$ cat config.mk
export PLATFORM = sky130hd
export DESIGN_NAME = leading_tag_header_parser_unit
export DESIGN_NICKNAME = d
export VERILOG_FILES = /design/src/hw/rtl/lthp_pkg.sv /design/src/hw/rtl/leading_tag_header_parser_unit.sv
export SDC_FILE = /design/constraint.sdc
export NUM_CORES = 1
export LEC_CHECK = 0
export ABC_CLOCK_PERIOD_IN_PS = 17500
export BUFFER_PORTS_ARGS = -buffer_cell sky130_fd_sc_hd__buf_4
export CORE_AREA = 2 2 164 166
export CTS_BUF_LIST = sky130_fd_sc_hd__clkbuf_8
export DETAILED_ROUTE_END_ITERATION = 7
export DIE_AREA = 0 0 166 168
export GPL_TIMING_DRIVEN = 1
export RECOVER_POWER = 50
export SLEW_MARGIN = 20
export SYNTH_ARGS = -nofsm -noshare
export SYNTH_HDL_FRONTEND = slang
export SYNTH_SLANG_ARGS = --single-unit
$ cat constraint.sdc
create_clock -name clk_i -period 17.5 [get_ports clk_i]
set_input_delay 2.625 -clock clk_i [delete_from_list [all_inputs] [get_ports clk_i]]
set_output_delay 2.625 -clock clk_i [all_outputs]
set_load 0.05 [all_outputs]
$ cat src/hw/rtl/lthp_pkg.sv
package lthp_pkg;

  localparam int unsigned POS_W        = 8;
  localparam int unsigned WORD_W       = 32;
  localparam int unsigned LEN_W        = 33;
  localparam int unsigned BYTE_W       = 8;
  localparam int unsigned OUT_TDATA_W  = 40;
  localparam int unsigned OUT_TUSER_W  = 3;
  localparam int unsigned WINDOW_BYTES_DEF = 128;

  // Header layout positions
  localparam logic [POS_W-1:0] ID3_IDENT_END  = 8'd3;
  localparam logic [POS_W-1:0] ID3_VER_HI     = 8'd3;
  localparam logic [POS_W-1:0] ID3_VER_LO     = 8'd4;
  localparam logic [POS_W-1:0] ID3_FLAGS_POS  = 8'd5;
  localparam logic [POS_W-1:0] ID3_SIZE_LAST  = 8'd9;
  localparam logic [POS_W-1:0] APE_IDENT_END  = 8'd8;
  localparam logic [POS_W-1:0] APE_VER_END    = 8'd12;
  localparam logic [POS_W-1:0] APE_VER_LAST   = 8'd11;
  localparam logic [POS_W-1:0] APE_SIZE_END   = 8'd16;
  localparam logic [POS_W-1:0] APE_FLAGS_TOP  = 8'd23;
  localparam logic [POS_W-1:0] APE_RSVD_START = 8'd24;
  localparam logic [POS_W-1:0] APE_RSVD_END   = 8'd32;
  localparam logic [POS_W-1:0] APE_HDR_LAST   = 8'd31;

  localparam logic [BYTE_W-1:0] BYTE_ALL_ONES = 8'hff;
  localparam logic [WORD_W-1:0] APE_VER_1000  = 32'd1000;
  localparam logic [WORD_W-1:0] APE_VER_2000  = 32'd2000;
  localparam logic [LEN_W-1:0]  ID3_HDR_LEN   = 33'd10;
  localparam logic [LEN_W-1:0]  ID3_HDR_FOOT_LEN = 33'd20;
  localparam logic [LEN_W-1:0]  APE_HDR_LEN   = 33'd32;

  typedef enum logic [1:0] {
    TAG_NONE = 2'd0,
    TAG_ID3  = 2'd1,
    TAG_APE  = 2'd2
  } tag_kind_e;

  // "ID3"
  function automatic logic [BYTE_W-1:0] id3_ident(input logic [1:0] idx);
    logic [BYTE_W-1:0] ch;
    case (idx)
      2'd0:    ch = 8'h49;
      2'd1:    ch = 8'h44;
      default: ch = 8'h33;
    endcase
    return ch;
  endfunction

  // "APETAGEX"
  function automatic logic [BYTE_W-1:0] ape_ident(input logic [2:0] idx);
    logic [BYTE_W-1:0] ch;
    case (idx)
      3'd0:    ch = 8'h41;
      3'd1:    ch = 8'h50;
      3'd2:    ch = 8'h45;
      3'd3:    ch = 8'h54;
      3'd4:    ch = 8'h41;
      3'd5:    ch = 8'h47;
      3'd6:    ch = 8'h45;
      default: ch = 8'h58;
    endcase
    return ch;
  endfunction

endpackage

$ cat src/hw/rtl/leading_tag_header_parser_unit.sv
// Channel   | Dir | Payload                                     | Handshake
// s_axis    | in  | tdata[7:0] byte_in, tlast window_end        | tvalid/tready
// m_axis    | out | tdata[32:0] tag_length, tuser kind and fail | tvalid/tready
// cfg       | in  | cfg_wdata_i file_size                       | cfg_we_i
//
// One byte a cycle while the input is not stalled: a byte lands in the input
// register and is scanned from there, and the window's last byte loads the
// result register.
// Reset clears the scan state; no clearing pass is needed.
// Bytes keep flowing while a result waits; only a second window end stalls
// the input until the waiting result is taken.
module leading_tag_header_parser_unit
  import lthp_pkg::*;
#(
  parameter int unsigned WINDOW_BYTES = WINDOW_BYTES_DEF
) (
  input  logic                   clk_i,
  input  logic                   rst_ni,
  input  logic                   cfg_we_i,
  input  logic [WORD_W-1:0]      cfg_wdata_i,      // file_size
  input  logic                   s_axis_tvalid,
  output logic                   s_axis_tready,
  input  logic [BYTE_W-1:0]      s_axis_tdata,     // [7:0] byte_in
  input  logic                   s_axis_tlast,     // window_end
  output logic                   m_axis_tvalid,
  input  logic                   m_axis_tready,
  output logic [OUT_TDATA_W-1:0] m_axis_tdata,     // [32:0] tag_length, rest zero
  output logic [OUT_TUSER_W-1:0] m_axis_tuser      // [1:0] tag_kind, [2] fail
);

  localparam logic [POS_W-1:0] LAST_POS = POS_W'(WINDOW_BYTES - 1);

  // Configuration register
  logic [WORD_W-1:0] fs_q;
  always_ff @(posedge clk_i or negedge rst_ni) begin
    if (!rst_ni) begin
      fs_q <= '0;
    end else if (cfg_we_i) begin
      fs_q <= cfg_wdata_i;
    end
  end

  // Input register
  logic              in_vld_q;
  logic [BYTE_W-1:0] in_byte_q;
  logic              in_last_q;
  logic              proc_fire;

  assign s_axis_tready = !in_vld_q || proc_fire;

  always_ff @(posedge clk_i or negedge rst_ni) begin
    if (!rst_ni) begin
      in_vld_q <= 1'b0;
    end else if (s_axis_tready) begin
      in_vld_q <= s_axis_tvalid;
    end
  end

  always_ff @(posedge clk_i) begin
    if (s_axis_tready && s_axis_tvalid) begin
      in_byte_q <= s_axis_tdata;
      in_last_q <= s_axis_tlast;
    end
  end

  // Scan state
  logic [POS_W-1:0]  pos_q, pos_d;
  logic              id3_q, id3_d;
  logic              ape_q, ape_d;
  logic              foot_q, foot_d;
  logic [WORD_W-1:0] size_q, size_d;
  logic [WORD_W-1:0] ver_q, ver_d;
  logic              aflag_q, aflag_d;
  logic [LEN_W-1:0]  run_q, run_d;

  logic [POS_W-1:0]  p;
  logic [BYTE_W-1:0] b;
  logic              end_eff;
  tag_kind_e         kind;
  logic [LEN_W-1:0]  len;
  logic              fail;

  // Scan one byte against both header layouts
  always_comb begin
    p       = pos_q;
    b       = in_byte_q;
    id3_d   = id3_q;
    ape_d   = ape_q;
    foot_d  = foot_q;
    size_d  = size_q;
    ver_d   = ver_q;
    aflag_d = aflag_q;
    run_d   = run_q;

    if (id3_q) begin
      if (p < ID3_IDENT_END) begin
        if (b != id3_ident(p[1:0])) id3_d = 1'b0;
      end else if (p == ID3_VER_HI || p == ID3_VER_LO) begin
        if (b == BYTE_ALL_ONES) id3_d = 1'b0;
      end else if (p == ID3_FLAGS_POS) begin
        foot_d = b[4];
      end else if (p <= ID3_SIZE_LAST) begin
        if (b[7]) begin
          id3_d = 1'b0;
        end else begin
          size_d = {size_q[WORD_W-8:0], b[6:0]};
          if (p == ID3_SIZE_LAST) begin
            run_d = LEN_W'(size_d) + (foot_q ? ID3_HDR_FOOT_LEN : ID3_HDR_LEN);
          end
        end
      end else if (LEN_W'(p) == run_q && b == '0) begin
        // extend over zero padding
        run_d = run_q + LEN_W'(1);
      end
    end

    if (ape_q) begin
      if (p < APE_IDENT_END) begin
        if (b != ape_ident(p[2:0])) ape_d = 1'b0;
      end else if (p < APE_VER_END) begin
        ver_d = ver_q | (WORD_W'(b) << {p[1:0], 3'b000});
        if (p == APE_VER_LAST && ver_d != APE_VER_2000 && ver_d != APE_VER_1000) begin
          ape_d = 1'b0;
        end
      end else if (p < APE_SIZE_END) begin
        size_d = size_d | (WORD_W'(b) << {p[1:0], 3'b000});
      end else if (p == APE_FLAGS_TOP) begin
        aflag_d = b[7];
      end else if (p >= APE_RSVD_START && p < APE_RSVD_END) begin
        if (b != '0) ape_d = 1'b0;
      end
    end

    end_eff = in_last_q || (p >= LAST_POS);
    pos_d   = p + POS_W'(1);
  end

  // Pick the result of the window
  always_comb begin
    kind = TAG_NONE;
    len  = '0;
    if (id3_d && p >= ID3_SIZE_LAST) begin
      kind = TAG_ID3;
      len  = run_d;
    end else if (ape_d && p >= APE_HDR_LAST) begin
      kind = TAG_APE;
      len  = LEN_W'(size_d) +
             ((ver_d == APE_VER_2000 && aflag_d) ? APE_HDR_LEN : LEN_W'(0));
    end
    fail = (len >= LEN_W'(fs_q));
  end

  // Result register
  logic                  out_vld_q;
  logic [LEN_W-1:0]      out_len_q;
  tag_kind_e             out_kind_q;
  logic                  out_fail_q;
  logic                  out_free;

  assign out_free  = !out_vld_q || m_axis_tready;
  assign proc_fire = in_vld_q && (!end_eff || out_free);

  // Advance or clear the scan state
  always_ff @(posedge clk_i or negedge rst_ni) begin
    if (!rst_ni) begin
      pos_q   <= '0;
      id3_q   <= 1'b1;
      ape_q   <= 1'b1;
      foot_q  <= 1'b0;
      size_q  <= '0;
      ver_q   <= '0;
      aflag_q <= 1'b0;
      run_q   <= '0;
    end else if (proc_fire) begin
      if (end_eff) begin
        pos_q   <= '0;
        id3_q   <= 1'b1;
        ape_q   <= 1'b1;
        foot_q  <= 1'b0;
        size_q  <= '0;
        ver_q   <= '0;
        aflag_q <= 1'b0;
        run_q   <= '0;
      end else begin
        pos_q   <= pos_d;
        id3_q   <= id3_d;
        ape_q   <= ape_d;
        foot_q  <= foot_d;
        size_q  <= size_d;
        ver_q   <= ver_d;
        aflag_q <= aflag_d;
        run_q   <= run_d;
      end
    end
  end

  // Hold the result until the transfer
  always_ff @(posedge clk_i or negedge rst_ni) begin
    if (!rst_ni) begin
      out_vld_q <= 1'b0;
    end else if (proc_fire && end_eff) begin
      out_vld_q <= 1'b1;
    end else if (m_axis_tready) begin
      out_vld_q <= 1'b0;
    end
  end

  always_ff @(posedge clk_i) begin
    if (proc_fire && end_eff) begin
      out_len_q  <= len;
      out_kind_q <= kind;
      out_fail_q <= fail;
    end
  end

  assign m_axis_tvalid = out_vld_q;
  assign m_axis_tdata  = OUT_TDATA_W'(out_len_q);
  assign m_axis_tuser  = {out_fail_q, out_kind_q};

endmodule

### Yosys cells after proc, flatten, opt, wreduce, memory -nomap -nowiden

Index checks and enable logic that the tools add are counted.

* flip-flop bits (word level): 188
* logic and storage cells: 152
* output and inout port bits: 45

* add/subtract/negate cells: 4
* magnitude comparators: 11
* equal/unequal tests: 22
* reduce and logical (&&, ||, !) cells: 28
* bitwise logic cells: 2
* shifts and indexed selects: 1
* muxes and demuxes: 68

Operators with widths (number)
* $mux W32: 15
* $mux W33: 11
* $or A32 B32 Y32: 2
* $mux W8: 5
* $add A32 B5 Y33: 1
* $add A32 B6 Y33: 1
* $add A33 B1 Y33 const B: 1
* $eq A8 B33 Y1: 1
* $ge A33 B32 Y1: 1
* $eq A32 B11 Y1 const B: 1
* $mux W1: 32
* $ne A32 B10 Y1 const B: 1
* $ne A32 B11 Y1 const B: 1
* $shl A8 B5 Y32: 1
* $pmux W5 S5: 1
* $eq A8 B3 Y1 const B: 2
* $eq A8 B4 Y1 const B: 2
* $ge A8 B5 Y1 const B: 2
* $lt A8 B4 Y1 const B: 2
* $ne A8 B8 Y1: 2
* $pmux W7 S2: 1
* $logic_and A1 B1 Y1: 10
* $eq A3 B3 Y1 const B: 3
* $add A8 B1 Y8 const B: 1
* 25 further kinds: 36

### Depth between registers and ports, before layout

* depth after elaboration: 15
* depth in mapped cells: 27

### Worst setup path before layout

Ideal clock, no wire load.

* path type: input -> output
* from: input m_axis_tready
* to: output s_axis_tready
* path buffers: 0
* stages on the path: 2
* path slack: 11.454 ns
* arrival time: 3.421 ns
* cells stage by stage: or3_1 -> or2_2

* word-level cells in the longest chain between the ends: 4

Ends and longest elaborated chain
* from (decl): line leading_tag_header_parser_unit.sv:26 `input logic m_axis_tready,`
* $logic_or A1 B1 Y1: line leading_tag_header_parser_unit.sv:160 `assign out_free = !out_vld_q || m_axis_tready;`
* $logic_or A1 B1 Y1: line leading_tag_header_parser_unit.sv:161 `assign proc_fire = in_vld_q && (!end_eff || out_free);`
* $logic_and A1 B1 Y1: line leading_tag_header_parser_unit.sv:161
* $logic_or A1 B1 Y1: line leading_tag_header_parser_unit.sv:49 `assign s_axis_tready = !in_vld_q || proc_fire;`
* to (decl): line leading_tag_header_parser_unit.sv:22 `output logic s_axis_tready,`

Every way passes these cells.

==> impl_metrics.yaml <==
run_status:
  outcome: "complete, but fails checks"
  violations: "max-capacitance violations, max-slew violations"
setup_path:
  worst_setup_path_start_kind: "primary input"
  max_stage_delay_ps: 3020
  cpMostUsedCell: "clkbuf_1"
  arrival_ps: 8470
  worstPathMaxFanout: 76
  crit_type: "primary input to async pin"
  worstPathCellList: "clkbuf_1, clkbuf_1"
  crit_path_end_kind: "async pin"
  path_buf_inv: 2
  cp_top_family: "buffers and inverters"
  crit_path_top_delay_cell: "clkbuf_1"
  cp.required_ps: 17280
floorplanning:
  rows: 60
  die_w_um: 166
  core-area_um2: 26400
  dieArea_um2: 27900
  initial_core_util_pct: 44.0
  die_h_um: 168
  io_pins: 91
synth:
  async_reset_ff_share_pct: 76.1
  synth_area_um2: 11600
  synthFlopType: "dfrtp_1"
  ys_seq_elements: 188
  synth_top_family_by_area: "compound AO/OA/AOI/OAI gates"
  synth_top_cell_area_share_pct: 30.4
  synth_area_per_cell_um2: 9.00
  muxShareOfSynthArea_pct: 1.15
  synth_xor_area_share_pct: 4.30
  synthTopCellsByArea: "dfrtp_1 (30%), edfxtp_1 (12%), ha_1 (5.1%), o21ai_0 (5.0%), nand2_1 (4.4%)"
  synthAdderAreaFrac_pct: 5.24
  yosysWarnings: 0
  synth-simple-area-share_pct: 20.4
  yosys.cell_types.count: 84
  synthCells: 1289
  synth_edf_count: 45
  seq_area_frac_synth_pct: 42.5
  synth_area_leader_cell: "dfrtp_1"
  synth_compound_area_share_pct: 21.1
placement:
  dp_hpwl_mm: 26.3
  place_congestion: 0.925
  portBuffers: 83
  placed_cells: 1644
  place_area_um2: 12400
route:
  wl_per_cell_um: 22.5
  ant_nets: 0
  drtPass1Iterations: 6
  via_per_inst: 6.17
  drc: 0
  wl_mm: 37.8
  drtIter0Drc: 1143
  dr_total_vias: 10300
grt:
  grt_usage_pct: 27.0
  grt_max_degree: 77
  antenna_found_initial: 0
  grt_pass1_vias: 9973
  overflow: 0
  grt_pass1_wl_mm: 58.6
timing:
  finalHoldViolCount: 0
  rsz0062_at_grt: "no"
  fin_tns_setup_ps: 0
  fin_worst_skew_ps: 28.6
  period_minus_slack_ps: 8680
  max_slew_margin_pct: -192
  period_share_pct: 49.6
  whs_ps: 498
  setup_violations: 0
  slew_viol_final: 270
  worst_pin_slew_ps: 4390
  max_freq_mhz: 115
cts:
  cts.reportedPaths.clkPinSlew_ps: 110
  cts_resized: 0
  cts_setup_buffers: 0
  cts_hold_buf: 0
  clk_latency_ps: 500
  cts_tree: "built"
  htree_levels: 4
  root_buffer: "clkbuf_8"
  clock_path_buffers: 2
  clock-sinks: 188
  cts_buffers: 17
power:
  ir_drop_uv: 53.7
  combinationalPowerShare_pct: 17.8
  switching_share_pct: 35.4
  p_leak_nw: 5.21
  pwr-share-clk_pct: 31.7
  power_frac_seq_pct: 50.5
  p_per_area_nw_per_um2: 76.3
  power.net_switching_mw: 0.343
  p_int_mw: 0.626
layout:
  mostFrequentLayoutCells: "dfrtp_1 (141), nand2_1 (135), o21ai_0 (117)"
  fin_cells: 1676
  num_antenna_cells: 0
  drive_gt1_share_pct: 10.4
  syn_to_final_growth_pct: 9.55
  finalNetCount: 1416
  final_common_cell: "dfrtp_1"
  final_area_um2: 12700
min_path:
  hp-class: "flop to flop"
run:
  cap_viol_max_count: 4
[flip-flops by register name, summed over array words and instances, names as in the netlist, 2 cells and up]
register / count
p: 8
b: 8
out_kind_q: 2
fs_q: 32
size_q: 32
run_q: 33
ver_q: 32
out_len_q: 33
[logic make-up (layout without fill, tap and decap cells)]
family | count (synthesis) | after routing
adders and majority gates | 48 | 48
other | 1 | 7
muxes | 13 | 13
buffers and inverters | 148 | 188
and+or+nand+nor | 458 | 458
AOI/OAI and AO/OA | 376 | 376
xor gates and xnor gates | 57 | 57
DFF | 188 | 188
[cells in the mapped netlist (22+ instances only)]
cell type and n:
o21ai_0 117, xor2_1 22, edfxtp_1 45, nor3_1 33, clkbuf_1 71, inv_1 48, nor4_1 23, a22o_1 29
nand3_1 31, a21oi_1 79, nand4_1 33, o22ai_1 27, xnor2_1 35, ha_1 47, dfrtp_1 141, nand2_1 136
nor2_1 100
[power by group through the flow]
stage	registers (mW)	logic, mW	clock network (mW)
floorplan	0.505	0.107	0
global placement	0.497	0.175	0
detailed placement	0.497	0.177	0
CTS	0.489	0.177	0.311
global route	0.491	0.189	0.327
finish	0.489	0.173	0.307
[path summary, 6_finish.rpt]
kind / slack, ps / depth (start not counted) / endpoint / startpoint
max in group clk_i: 10960 / 23 / out_fail_q / p[1]
min in group asynchronous: 3640 / 1 / fs_q[14] / rst_ni
worst min-delay path: 500 / 2 / aflag_q / aflag_q
worst min register to register: 500 / 2 / aflag_q / aflag_q
worst max register to register: 10960 / 23 / out_fail_q / p[1]
worst max-delay path: 8820 / 2 / run_q[0] / rst_ni
[cell type report]
class | instances | area, um2
Clock buffer | 17 | 234
Inverter | 51 | 191
Sequential cell | 188 | 4930
Clock inverter | 15 | 194
Timing Repair Buffer | 105 | 638
Multi-Input combinational cell | 959 | 6090
Fill cell | 2573 | 13600
Tap cell | 341 | 427
[layer usage]
metal  share of wire (%)  GRT usage, %
met1                  44          36.2
met2                  47          45.3
met3                 6.4          4.58
met4                 2.5          7.71
met5                   0             0
[stage by stage]
| stage | utilization (%) | total power, mW | setup slack, ps |
|---|---|---|---|
| finish | 48.2 | 0.969 | 8820 |
| global route | 48.2 | 1.01 | 7380 |
| CTS | 48.8 | 0.977 | 11070 |
| detailed placement | 47.2 | 0.674 | 11070 |
| global placement | 47.2 | 0.672 | 11200 |
| floorplan | - | 0.611 | 11450 |
Power figures use the tool's default switching activity.
